`config.mk`:
```
export PLATFORM = sky130hd
export DESIGN_NAME = simon64_128_decrypt_core
export DESIGN_NICKNAME = d
export VERILOG_FILES = /design/src/rtl/simon_dec_pkg.sv /design/src/rtl/simon64_128_decrypt_core.sv /design/src/rtl/simon_dec_ram.sv /design/src/rtl/simon_dec_keyexp.sv /design/src/rtl/simon_dec_round.sv
export VERILOG_INCLUDE_DIRS = /design/src /design/src/rtl
export SDC_FILE = /design/constraint.sdc
export NUM_CORES = 2
export LEC_CHECK = 0
export ABC_AREA = 1
export ABC_CLOCK_PERIOD_IN_PS = 7200
export BUFFER_PORTS_ARGS = -buffer_cell sky130_fd_sc_hd__buf_2
export CORE_ASPECT_RATIO = 1.5
export CORE_MARGIN = 3
export CORE_UTILIZATION = 55
export DETAILED_ROUTE_END_ITERATION = 8
export PLACE_DENSITY_LB_ADDON = 0.15
export SKIP_LAST_GASP = 1
export SYNTH_ARGS = -nofsm -noshare
export SYNTH_HDL_FRONTEND = slang
export SYNTH_SLANG_ARGS = --single-unit
```
`constraint.sdc`:
```
create_clock -name clock -period 7.2 [get_ports clock]
set_input_delay 0.36 -clock clock [delete_from_list [all_inputs] [get_ports clock]]
set_output_delay 0.36 -clock clock [all_outputs]
set_load 0.005 [all_outputs]
```
`src/rtl/simon64_128_decrypt_core_defines.svh`:
```
// assertion macros shared by the simon decrypt core modules
`ifndef SIMON64_128_DECRYPT_CORE_DEFINES_SVH
`define SIMON64_128_DECRYPT_CORE_DEFINES_SVH

// same-cycle implication, checked on the rising clock edge outside reset
`define SIMON_DEC_ASSERT_IMPL(name, ante, cons) \
   name: assert property (@(posedge clock) disable iff (reset) (ante) |-> (cons)) \
      else $error("%m: same-cycle check failed");

// next-cycle implication, checked on the rising clock edge outside reset
`define SIMON_DEC_ASSERT_NEXT(name, ante, cons) \
   name: assert property (@(posedge clock) disable iff (reset) (ante) |=> (cons)) \
      else $error("%m: next-cycle check failed");

`endif

```
`src/rtl/simon_dec_pkg.sv`:
```
// shared types, constants and helpers for the simon 64/128 decrypt core
`default_nettype none

package simon_dec_pkg;

   localparam int WORD_W    = 32;
   localparam int ROUNDS    = 44;
   localparam int KEY_WORDS = 4;
   localparam int KEY_IDX_W = $clog2(ROUNDS);
   localparam int KEY_SEL_W = $clog2(KEY_WORDS);
   localparam int CSR_IDX_W = 3;

   typedef logic [WORD_W-1:0]    word_type;
   typedef logic [KEY_IDX_W-1:0] key_idx_type;
   typedef logic [CSR_IDX_W-1:0] csr_idx_type;

   localparam key_idx_type LAST_ROUND = KEY_IDX_W'(ROUNDS - 1);

   // register indexes of the configuration port
   localparam csr_idx_type CSR_KEY_WORD0 = CSR_IDX_W'(0);
   localparam csr_idx_type CSR_KEY_WORD1 = CSR_IDX_W'(1);
   localparam csr_idx_type CSR_KEY_WORD2 = CSR_IDX_W'(2);
   localparam csr_idx_type CSR_KEY_WORD3 = CSR_IDX_W'(3);

   // z3 sequence, leftmost bit is element 0
   localparam logic [0:61] Z3_SEQ =
      62'b1101101110_1011000110_0101111000_0001001000_1010011100_1101000011_11;

   localparam word_type KEY_CONST = WORD_W'(3);

   // input word: ciphertext pair
   typedef struct packed {
      word_type cipher_first;
      word_type cipher_second;
   } req_word_type;

   // output word: plaintext pair
   typedef struct packed {
      word_type plain_first;
      word_type plain_second;
   } rsp_word_type;

   // configuration write as seen by the key expander
   typedef struct packed {
      logic        en;
      csr_idx_type index;
      word_type    data;
   } csr_wr_type;

   // round key store write port
   typedef struct packed {
      logic        en;
      key_idx_type addr;
      word_type    data;
   } key_wr_type;

   function automatic word_type rotl(input word_type v, input int n);
      return (v << n) | (v >> (WORD_W - n));
   endfunction

   function automatic word_type rotr(input word_type v, input int n);
      return (v >> n) | (v << (WORD_W - n));
   endfunction

endpackage

`default_nettype wire

```
`src/rtl/simon64_128_decrypt_core.sv`:
```
// Simon 64/128 decryption core. A word on req_data carries two 32-bit
// ciphertext words; rsp_data returns the two plaintext words after 44 rounds.
// One round unit is reused once per cycle, reading one round key per cycle
// from a 44-entry key store except while the last round holds; a word
// finishes all of its rounds before the core will accept the next word.
// The result sits in an output register, so a new word is taken while the
// previous result waits; the last round holds until that register frees up.
// The four key words are written through the csr port at indexes 0 to 3
// (other indexes are ignored). After reset and after every key write the
// round keys are regenerated into the store, one per cycle, and req_stall
// stays high during that time.
`default_nettype none

module simon64_128_decrypt_core
   import simon_dec_pkg::*;
(
   input  wire logic         clock,
   input  wire logic         reset,
   input  wire logic         req_valid,
   output logic              req_stall,
   input  wire req_word_type req_data,
   output logic              rsp_valid,
   input  wire logic         rsp_stall,
   output rsp_word_type      rsp_data,
   input  wire logic         csr_valid,
   output logic              csr_ready,
   input  wire csr_idx_type  csr_index,
   input  wire word_type     csr_data
);

   csr_wr_type  csr_wr;
   key_wr_type  key_wr;
   logic        key_busy;
   key_idx_type key_addr;
   word_type    key_data;

   // configuration writes are always taken
   assign csr_ready    = 1'b1;
   assign csr_wr.en    = csr_valid && csr_ready;
   assign csr_wr.index = csr_index;
   assign csr_wr.data  = csr_data;

   // key expansion
   simon_dec_keyexp u_keyexp (
      .clock    (clock),
      .reset    (reset),
      .csr_wr   (csr_wr),
      .key_wr   (key_wr),
      .key_busy (key_busy)
   );

   // round key store
   simon_dec_ram #(
      .WIDTH (WORD_W),
      .DEPTH (ROUNDS)
   ) u_key_ram (
      .clock   (clock),
      .wr_en   (key_wr.en),
      .wr_addr (key_wr.addr),
      .wr_data (key_wr.data),
      .rd_addr (key_addr),
      .rd_data (key_data)
   );

   // round engine
   simon_dec_round u_round (
      .clock     (clock),
      .reset     (reset),
      .key_busy  (key_busy),
      .req_valid (req_valid),
      .req_stall (req_stall),
      .req_data  (req_data),
      .rsp_valid (rsp_valid),
      .rsp_stall (rsp_stall),
      .rsp_data  (rsp_data),
      .key_addr  (key_addr),
      .key_data  (key_data)
   );

endmodule

`default_nettype wire

```
`src/rtl/simon_dec_ram.sv`:
```
// generic single write port ram with registered read
`default_nettype none

module simon_dec_ram #(
   parameter int WIDTH = 32,
   parameter int DEPTH = 44,
   localparam int AW   = $clog2(DEPTH)
) (
   input  wire logic             clock,
   input  wire logic             wr_en,
   input  wire logic [AW-1:0]    wr_addr,
   input  wire logic [WIDTH-1:0] wr_data,
   input  wire logic [AW-1:0]    rd_addr,
   output logic      [WIDTH-1:0] rd_data
);

   logic [WIDTH-1:0] mem_ff [DEPTH];
   logic [WIDTH-1:0] rd_data_ff;

   // write and registered read
   always_ff @(posedge clock) begin
      if (wr_en) begin
         mem_ff[wr_addr] <= wr_data;
      end
      rd_data_ff <= mem_ff[rd_addr];
   end

   assign rd_data = rd_data_ff;

endmodule

`default_nettype wire

```
`src/rtl/simon_dec_keyexp.sv`:
```
// key registers and round key expansion, one key per cycle into the key store
`default_nettype none
`include "simon64_128_decrypt_core_defines.svh"

module simon_dec_keyexp
   import simon_dec_pkg::*;
(
   input  wire logic       clock,
   input  wire logic       reset,
   input  wire csr_wr_type csr_wr,
   output key_wr_type      key_wr,
   output logic            key_busy
);

   word_type    key_ff [KEY_WORDS];
   word_type    key_in [KEY_WORDS];
   word_type    win_ff [KEY_WORDS];
   key_idx_type idx_ff;
   logic        busy_ff;
   logic        key_hit;
   word_type    t0;
   word_type    t1;
   word_type    new_key;
   logic        z_bit;

   // register decode
   always_comb begin
      for (int i = 0; i < KEY_WORDS; i++) begin
         key_in[i] = key_ff[i];
      end
      key_hit = 1'b0;
      if (csr_wr.en) begin
         unique case (csr_wr.index)
            CSR_KEY_WORD0: begin key_in[0] = csr_wr.data; key_hit = 1'b1; end
            CSR_KEY_WORD1: begin key_in[1] = csr_wr.data; key_hit = 1'b1; end
            CSR_KEY_WORD2: begin key_in[2] = csr_wr.data; key_hit = 1'b1; end
            CSR_KEY_WORD3: begin key_in[3] = csr_wr.data; key_hit = 1'b1; end
            default: key_hit = 1'b0;
         endcase
      end
   end

   // one expansion step over the window of the last four keys
   assign z_bit = Z3_SEQ[idx_ff - KEY_IDX_W'(KEY_WORDS)];
   assign t0    = rotr(win_ff[3], 3) ^ win_ff[1];
   assign t1    = t0 ^ rotr(t0, 1);

   always_comb begin
      if (idx_ff < KEY_IDX_W'(KEY_WORDS)) begin
         new_key = key_ff[idx_ff[KEY_SEL_W-1:0]];
      end else begin
         new_key = ~win_ff[0] ^ t1 ^ {{(WORD_W-1){1'b0}}, z_bit} ^ KEY_CONST;
      end
   end

   // key registers and expansion sequencer
   always_ff @(posedge clock) begin
      if (reset) begin
         for (int i = 0; i < KEY_WORDS; i++) begin
            key_ff[i] <= '0;
         end
         busy_ff <= 1'b1;
         idx_ff  <= '0;
      end else begin
         for (int i = 0; i < KEY_WORDS; i++) begin
            key_ff[i] <= key_in[i];
         end
         if (key_hit) begin
            busy_ff <= 1'b1;
            idx_ff  <= '0;
         end else if (busy_ff) begin
            if (idx_ff == LAST_ROUND) begin
               busy_ff <= 1'b0;
               idx_ff  <= '0;
            end else begin
               idx_ff <= idx_ff + 1'b1;
            end
         end
      end
   end

   // key window shift
   always_ff @(posedge clock) begin
      if (busy_ff) begin
         for (int i = 0; i < KEY_WORDS - 1; i++) begin
            win_ff[i] <= win_ff[i+1];
         end
         win_ff[KEY_WORDS-1] <= new_key;
      end
   end

   assign key_wr.en   = busy_ff;
   assign key_wr.addr = idx_ff;
   assign key_wr.data = new_key;
   assign key_busy    = busy_ff;

   `SIMON_DEC_ASSERT_NEXT(a_key_write_restarts, key_hit, busy_ff && idx_ff == '0)
   `SIMON_DEC_ASSERT_IMPL(a_idle_index_clear, !busy_ff, idx_ff == '0)

endmodule

`default_nettype wire

```
`src/rtl/simon_dec_round.sv`:
```
// decrypt round sequencer, shared round unit and result register
`default_nettype none
`include "simon64_128_decrypt_core_defines.svh"

module simon_dec_round
   import simon_dec_pkg::*;
(
   input  wire logic         clock,
   input  wire logic         reset,
   input  wire logic         key_busy,
   input  wire logic         req_valid,
   output logic              req_stall,
   input  wire req_word_type req_data,
   output logic              rsp_valid,
   input  wire logic         rsp_stall,
   output rsp_word_type      rsp_data,
   output key_idx_type       key_addr,
   input  wire word_type     key_data
);

   typedef enum logic {
      ST_IDLE,
      ST_RUN
   } state_type;

   state_type    state_ff, state_in;
   key_idx_type  round_ff, round_in;
   word_type     a_ff, a_in;
   word_type     b_ff, b_in;
   logic         rsp_valid_ff, rsp_valid_in;
   rsp_word_type rsp_data_ff, rsp_data_in;
   word_type     step;
   logic         accept;
   logic         out_free;
   logic         round_done;

   assign req_stall = (state_ff != ST_IDLE) || key_busy;
   assign accept    = req_valid && !req_stall;
   assign out_free  = !rsp_valid_ff || !rsp_stall;

   // last round finishing into a free result register
   assign round_done = (state_ff == ST_RUN) && (round_ff == LAST_ROUND) && out_free;

   // shared round function
   assign step = a_ff ^ (rotl(b_ff, 1) & rotl(b_ff, 8)) ^ rotl(b_ff, 2) ^ key_data;

   // key fetch one round ahead, held on the last round while stalled
   always_comb begin
      if (state_ff == ST_IDLE) begin
         key_addr = LAST_ROUND;
      end else if (round_ff == LAST_ROUND) begin
         key_addr = '0;
      end else begin
         key_addr = LAST_ROUND - KEY_IDX_W'(1) - round_ff;
      end
   end

   // next state
   always_comb begin
      state_in     = state_ff;
      round_in     = round_ff;
      a_in         = a_ff;
      b_in         = b_ff;
      rsp_valid_in = rsp_valid_ff && rsp_stall;
      rsp_data_in  = rsp_data_ff;
      unique case (state_ff)
         ST_IDLE: begin
            if (accept) begin
               a_in     = req_data.cipher_first;
               b_in     = req_data.cipher_second;
               round_in = '0;
               state_in = ST_RUN;
            end
         end
         ST_RUN: begin
            if (round_ff != LAST_ROUND) begin
               a_in     = b_ff;
               b_in     = step;
               round_in = round_ff + 1'b1;
            end else if (out_free) begin
               rsp_valid_in             = 1'b1;
               rsp_data_in.plain_first  = b_ff;
               rsp_data_in.plain_second = step;
               round_in                 = '0;
               state_in                 = ST_IDLE;
            end
         end
         default: state_in = ST_IDLE;
      endcase
   end

   // state and registered outputs
   always_ff @(posedge clock) begin
      if (reset) begin
         state_ff     <= ST_IDLE;
         round_ff     <= '0;
         rsp_valid_ff <= 1'b0;
      end else begin
         state_ff     <= state_in;
         round_ff     <= round_in;
         rsp_valid_ff <= rsp_valid_in;
      end
      a_ff        <= a_in;
      b_ff        <= b_in;
      rsp_data_ff <= rsp_data_in;
   end

   assign rsp_valid = rsp_valid_ff;
   assign rsp_data  = rsp_data_ff;

   `SIMON_DEC_ASSERT_NEXT(a_accept_starts, accept, state_ff == ST_RUN && round_ff == '0)
   `SIMON_DEC_ASSERT_IMPL(a_idle_round_clear, state_ff == ST_IDLE, round_ff == '0)
   `SIMON_DEC_ASSERT_NEXT(a_finish_loads_rsp, round_done, rsp_valid_ff && state_ff == ST_IDLE)

endmodule

`default_nettype wire
```
* Word level (Yosys, flattened, before mapping)
Memory sizes are Yosys's and may differ from the RTL's. A register that Yosys moved wholly into a read port is not among the register bits. Cells that the tools add are included. W data, S select, Z words.
Operators by class: bitwise operators 22, magnitude comparators 2, add/sub/neg operators 4, reduce and logical (&&, ||, !) cells 17, mux-type cells 43, equality and inequality tests 17
Operators with widths (number):
- $mux W32 | 13
- $xor A32 B32 Y32 | 6
- $mux W128 | 1
- $pmux W32 S2 | 2
- $mux W6 | 6
- $and A32 B32 Y32 | 1
- $not A32 Y32 | 1
- $or A29 B32 Y32 | 1
- $or A31 B32 Y32 | 1
- $or A32 B1 Y32 | 1
- $or A32 B2 Y32 | 1
- $or A32 B8 Y32 | 1
- $xor A32 B1 Y32 | 1
- $mux W1 | 17
- $reduce_and A3 Y1 | 5
- $add A6 B1 Y6 const B | 2
- $eq A6 B6 Y1 const B | 2
- $pmux W6 S2 | 1
- $ne A2 B2 Y1 const B | 5
- $ge A7 B7 Y1 const B | 1
- $not A6 Y7 | 1
- $eq A3 B2 Y1 const B | 2
- $lt A6 B3 Y1 const B | 1
- $ne A6 B6 Y1 const B | 1
- other kinds (18) | 31
Storage, ports and cells: bits in registers 143, output and inout bits 67, ROM bits 64, logic and storage cells 118, memories kept 4, input bits 104, RAM bits 1664
Memories:
- u_key_ram.mem_ff | words 44, bits a word 32, rd ports 1, clocked after Yosys merged registers in 1, write ports 1, RTL line simon_dec_ram.sv:17 | logic [WIDTH-1:0] mem_ff [DEPTH];
- u_keyexp.key_ff | words 4, bits a word 32, rd ports 1, clocked after Yosys merged registers in 1, write ports 4, RTL line simon_dec_keyexp.sv:15 | word_type key_ff [KEY_WORDS];
- u_keyexp.win_ff | words 4, bits a word 32, rd ports 4, clocked after Yosys merged registers in 0, write ports 4, RTL line simon_dec_keyexp.sv:17 | word_type win_ff [KEY_WORDS];
- (name not given) | words 64, bits a word 1, rd ports 1, clocked after Yosys merged registers in 0, write ports 0, RTL line simon_dec_keyexp.sv:44 | assign z_bit = Z3_SEQ[idx_ff - KEY_IDX_W'(KEY_WORDS)];

* Longest topological paths before layout
An unclocked memory read counts as a cell.
word-level depth 9, depth in mapped cells 15

* Modules after synthesis
Synthesis repeated with hierarchy kept, for this count alone.
Unflattened totals: cell total of the unflattened synthesis 6166, area, all modules 74840.5 sq um
Modules (own cells, without submodules):
- simon_dec_ram | area each 57167.3 sq um, instances 1, cells an instance 4670, seq. area each 42921.2 sq um
- simon_dec_keyexp | area each 11512.3 sq um, instances 1, cells an instance 944, seq. area each 7867.5 sq um
- simon_dec_round | area each 6149.6 sq um, instances 1, cells an instance 550, seq. area each 4003.8 sq um
- simon64_128_decrypt_core | area each 11.3 sq um, instances 1, cells an instance 2, seq. area each 0.0 sq um

* Least setup slack after synthesis
Ideal clock, no wire load.
path type register to register, from register u_keyexp.busy_ff (netlist: u_keyexp.key_busy), to memory u_key_ram.mem_ff[8][0], enable pin, period minus slack after synthesis 7157 ps, setup slack 43 ps, arrival 6656 ps, stages on the path, launching flop included 5, cells stage by stage dfxtp_1 -> nand2_1 -> inv_1 -> nand2_1 -> nor4_1
On the way: longest elaborated chain between the ends 2
RTL lines:
- start: declaration | RTL line simon_dec_keyexp.sv:19 | logic busy_ff;
- start signal: assignment | RTL line simon_dec_keyexp.sv:62 | busy_ff <= 1'b1;
- start signal: assignment | RTL line simon_dec_keyexp.sv:69 | busy_ff <= 1'b1;
- start signal: assignment | RTL line simon_dec_keyexp.sv:73 | busy_ff <= 1'b0;
- $mux W1 | RTL line simon_dec_ram.sv:22 | if (wr_en) begin
- $mux W1 (not written as such) | RTL line simon_dec_ram.sv:23 | mem_ff[wr_addr] <= wr_data;
- end: declaration | RTL line simon_dec_ram.sv:17
Every way passes these cells.

* Final worst setup path
from register u_round.state_ff, to register u_key_ram.rd_data_ff[29] (netlist: u_key_ram.rd_data[29]) (read register of u_key_ram.mem_ff)
On the way: longest elaborated chain between the ends 1
RTL lines:
- start: declaration | RTL line simon_dec_round.sv:26 | state_type state_ff, state_in;
- start signal: assignment | RTL line simon_dec_round.sv:99 | state_ff <= state_in;
- $mux W6 | RTL line simon_dec_round.sv:49 | if (state_ff == ST_IDLE) begin
- end: declaration | RTL line simon_dec_ram.sv:18 | logic [WIDTH-1:0] rd_data_ff;
Every way passes these cells. A chain may end at the register's enable or synchronous reset.

==> flow_summary.json <==
{
  "drc": 0,
  "grt_pass1_wl_um": 317000,
  "p_switching_mw": 4.90,
  "hold_path_class": "in -> reg",
  "min_to": "u_round.b_ff[0]$_DFFE_PP_",
  "rows": 168,
  "ioPinCount": 171,
  "overflow": 0,
  "drt-wirelength-per-cell_um": 23.2,
  "critPathArrivalTime_ns": 4.96,
  "slew_violations": 0,
  "grt_antenna_before_repair": 2,
  "gp_congestion": 0.849,
  "clk_path_buf_depth": 3,
  "power.density_nw_per_um2": 257,
  "yosysSeqAreaShare": 0.703,
  "synth_cell_type_count": 35,
  "syn_to_final_growth_pct": 12.1,
  "synthTopCellsByArea": "edfxtp_1 (69%), nand3_1 (7.9%), nand2_1 (6.8%)",
  "clkPwrFrac": 0.389,
  "hold_depth": 3,
  "leakage_nw": 34.6,
  "synth_ff_type": "edfxtp_1",
  "ant_nets": 0,
  "switching_share": 0.218,
  "yosysWarnings": 0,
  "dieHeight_um": 467,
  "tightest_slew_ns": 1.14,
  "worstPathRequired_ns": 7.88,
  "synth_area_per_cell_um2": 11.1,
  "fillers": 10900,
  "crit_type": "reg -> reg",
  "synth_compound_area_frac": 0.0305,
  "cts_tree": "done",
  "wl_um": 213000,
  "yosysMostFrequentCell": "edfxtp_1",
  "ff2ff_setup_slack_ns": 2.92,
  "rr_startpoint": "u_round.state_ff$_SDFF_PP0_",
  "crit_path_max_fanout": 98,
  "synth_edf_count": 1792,
  "drv_cap": 0,
  "synthMuxAreaShare": 0.000145,
  "grt_max_degree": 146,
  "vias": 52300,
  "r2r_end": "u_key_ram.rd_data[29]$_DFF_P_",
  "numCtsBuffers": 168,
  "firstDrtPassIters": 8,
  "synth_nets": 7107,
  "die_x_um": 313,
  "synth_top_family_by_area": "simple AND/OR/NAND/NOR gates",
  "syn-instance-count": 6992,
  "status": "finished, final reports clean",
  "hold_viol": 0,
  "seq_power_share": 0.557,
  "cp-end-kind": "flop",
  "rr_worst_depth": 10,
  "max_freq_mhz": 234,
  "p_comb_frac": 0.054,
  "die_area_um2": 146000,
  "clock_sinks": 1841,
  "cts-htree-levels": 4,
  "yosys.area_share.simple": 0.169,
  "async_flop_share": 0,
  "synth_commonest_cells": "edfxtp_1 (1792), nand2_1 (1410), nand3_1 (1233)",
  "cts_root_buffer": "clkbuf_16",
  "fin_crit_sh": 0.594,
  "finClkSkew_ns": 0.0277,
  "ir_drop_v": 0.000251,
  "synth-adder-area-share": 0.00177,
  "postCtsSetupBuffers": 0,
  "nets": 7293,
  "hold_ws_ns": 0.0899,
  "startpoint_type": "flop",
  "synth-xor-area-share": 0.0223,
  "holdCritStartpoint": "req_data[0]",
  "slew_headroom": 0.237,
  "port_buffers": 169,
  "finalSetupViolations": 0,
  "synth_top_area_share": 0.691,
  "first_iter_violations": 5680,
  "grt_use_total": 0.290,
  "viasPerCell": 5.69,
  "p_int_mw": 17.5,
  "grt_pass1_vias": 50800,
  "drive_gt1_frac": 0.0843,
  "yosys_register_bits": 1841,
  "dp_hpwl_um": 117000,
  "path_clk_slew_ns": 0.06,
  "start_util": 0.556,
  "mappedNetlistArea_um2": 77900,
  "core_um2": 140000,
  "rsz0062_at_grt": "no",
  "synth_top_area_cell": "edfxtp_1",
  "postCtsResizedCells": 0,
  "setup_tns_ns": 0,
  "clk_latency_ns": 0.81,
  "period_needed_ns": 4.28
}
[flip-flops by register name, summed over array words and instances (netlist names), named ones only]
name               flops
u_key_ram.mem_ff    1408
u_key_ram.rd_data     32
u_keyexp.idx_ff        6
u_keyexp.key_busy      1
u_keyexp.key_ff      128
u_keyexp.win_ff      128
u_round.a_ff          32
u_round.b_ff          32
u_round.round_ff       6
u_round.rsp_data      64
u_round.rsp_valid      1
u_round.state_ff       1
[final cells by class]
cell class / instances / area, µm² / area share
antenna: 3 / 7.51 / 0.0000860
clock buffer: 226 / 4680 / 0.0536
clock inverter: 83 / 624 / 0.00715
inverter: 1063 / 4010 / 0.0459
multi-input combinational: 3708 / 17900 / 0.205
sequential: 1841 / 54800 / 0.628
tap: 1870 / 2340 / 0.0268
timing repair buffer: 396 / 2940 / 0.0337
[metrics by stage]
| step | utilization | power (mW) | setup WS, ns | cell area (µm²) | std cells |
|---|---|---|---|---|---|
| after floorplan | - | 13.4 | 0.0429 | 77900 | 6992 |
| after global placement | 0.578 | 13.9 | 2.99 | 81000 | 8782 |
| after detailed placement | 0.578 | 13.9 | 3.01 | 81000 | 8782 |
| after CTS | 0.623 | 22.6 | 2.98 | 87300 | 9187 |
| after global routing | 0.623 | 23.1 | 2.72 | 87300 | 9189 |
| final | 0.623 | 22.4 | 2.92 | 87300 | 9190 |
[critical path: stages (launching register included)]
cell,delay [ns]
dfxtp_4,0.85
inv_2,0.07
nor2_1,0.41
nand2_8,0.51
inv_6,1.04
buf_12,0.44
nand3_1,0.13
nand3_1,0.08
nand3_1,0.12
nand3_1,0.24
nand2_1,0.11
[how the worst max path moves through the flow]
stage / startpoint / endpoint / slack, ns
global placement: u_round.state_ff$_SDFF_PP0_ / u_key_ram.rd_data[18]$_DFF_P_ / 2.99
floorplan: u_keyexp.key_busy$_SDFF_PP1_ / u_key_ram.mem_ff[8][0]$_DFFE_PP_ / 0.04
global route: u_round.round_ff[0]$_SDFFE_PP0P_ / u_key_ram.rd_data[0]$_DFF_P_ / 2.72
detailed placement: u_round.round_ff[0]$_SDFFE_PP0P_ / u_key_ram.rd_data[6]$_DFF_P_ / 3.01
CTS: u_round.round_ff[0]$_SDFFE_PP0P_ / u_key_ram.rd_data[0]$_DFF_P_ / 2.98
finish: u_round.state_ff$_SDFF_PP0_ / u_key_ram.rd_data[29]$_DFF_P_ / 2.92
[placed cells by master, fill, tap and decap left out, drive strengths merged]
| master | instances |
|---|---|
| a211oi | 1 |
| a21oi | 48 |
| a32o | 1 |
| and3 | 1 |
| buf | 300 |
| bufinv | 7 |
| clkbuf | 226 |
| clkinv | 66 |
| clkinvlp | 5 |
| conb | 1 |
| dfxtp | 49 |
| diode | 3 |
| dlygate4sd3 | 96 |
| edfxtp | 1792 |
| ha | 11 |
| inv | 1068 |
| mux2 | 1 |
| nand2 | 1414 |
| nand3 | 1234 |
| nand4 | 9 |
| nor2 | 405 |
| nor3 | 9 |
| nor4 | 1 |
| o211ai | 34 |
| o21ai | 269 |
| o221ai | 32 |
| o22ai | 32 |
| o31ai | 4 |
| or2 | 3 |
| xnor2 | 94 |
| xor2 | 104 |
[metal layers]
| layer | part of all wire | global-route usage | up-vias |
|---|---|---|---|
| met5 | 0 | 0 | - |
| met3 | 0.078 | 0.0406 | 486 |
| met4 | 0.043 | 0.121 | 0 |
| met1 | 0.37 | 0.365 | 25500 |
| met2 | 0.51 | 0.504 | 2498 |
| li1 | - | - | 23800 |
[kinds of logic (layout without fill, tap and decap cells)]
family / Yosys count / count (layout)
other cells: 1 / 4
simple gates: 3076 / 3076
mux: 1 / 1
xor+xnor: 198 / 198
buf+inv: 1443 / 1768
compound gates: 421 / 421
flops: 1841 / 1841
fa+ha+maj: 11 / 11
[what timing repair did]
item | in CTS | in global routing
hold buffers | 96 | 0
setup endpoints to repair | 0 | 0
hold endpoints to repair | 195 | 0
[power groups by stage]
stage | Combinational, mW | Sequential (mW) | Clock [mW]
final | 1.22 | 12.5 | 8.72
after global routing | 1.33 | 12.5 | 9.23
after CTS | 1.22 | 12.5 | 8.83
after detailed placement | 1.17 | 12.7 | 0
after global placement | 1.15 | 12.7 | 0
after floorplan | 0.686 | 12.7 | 0
Power figures use the tool's default switching activity.
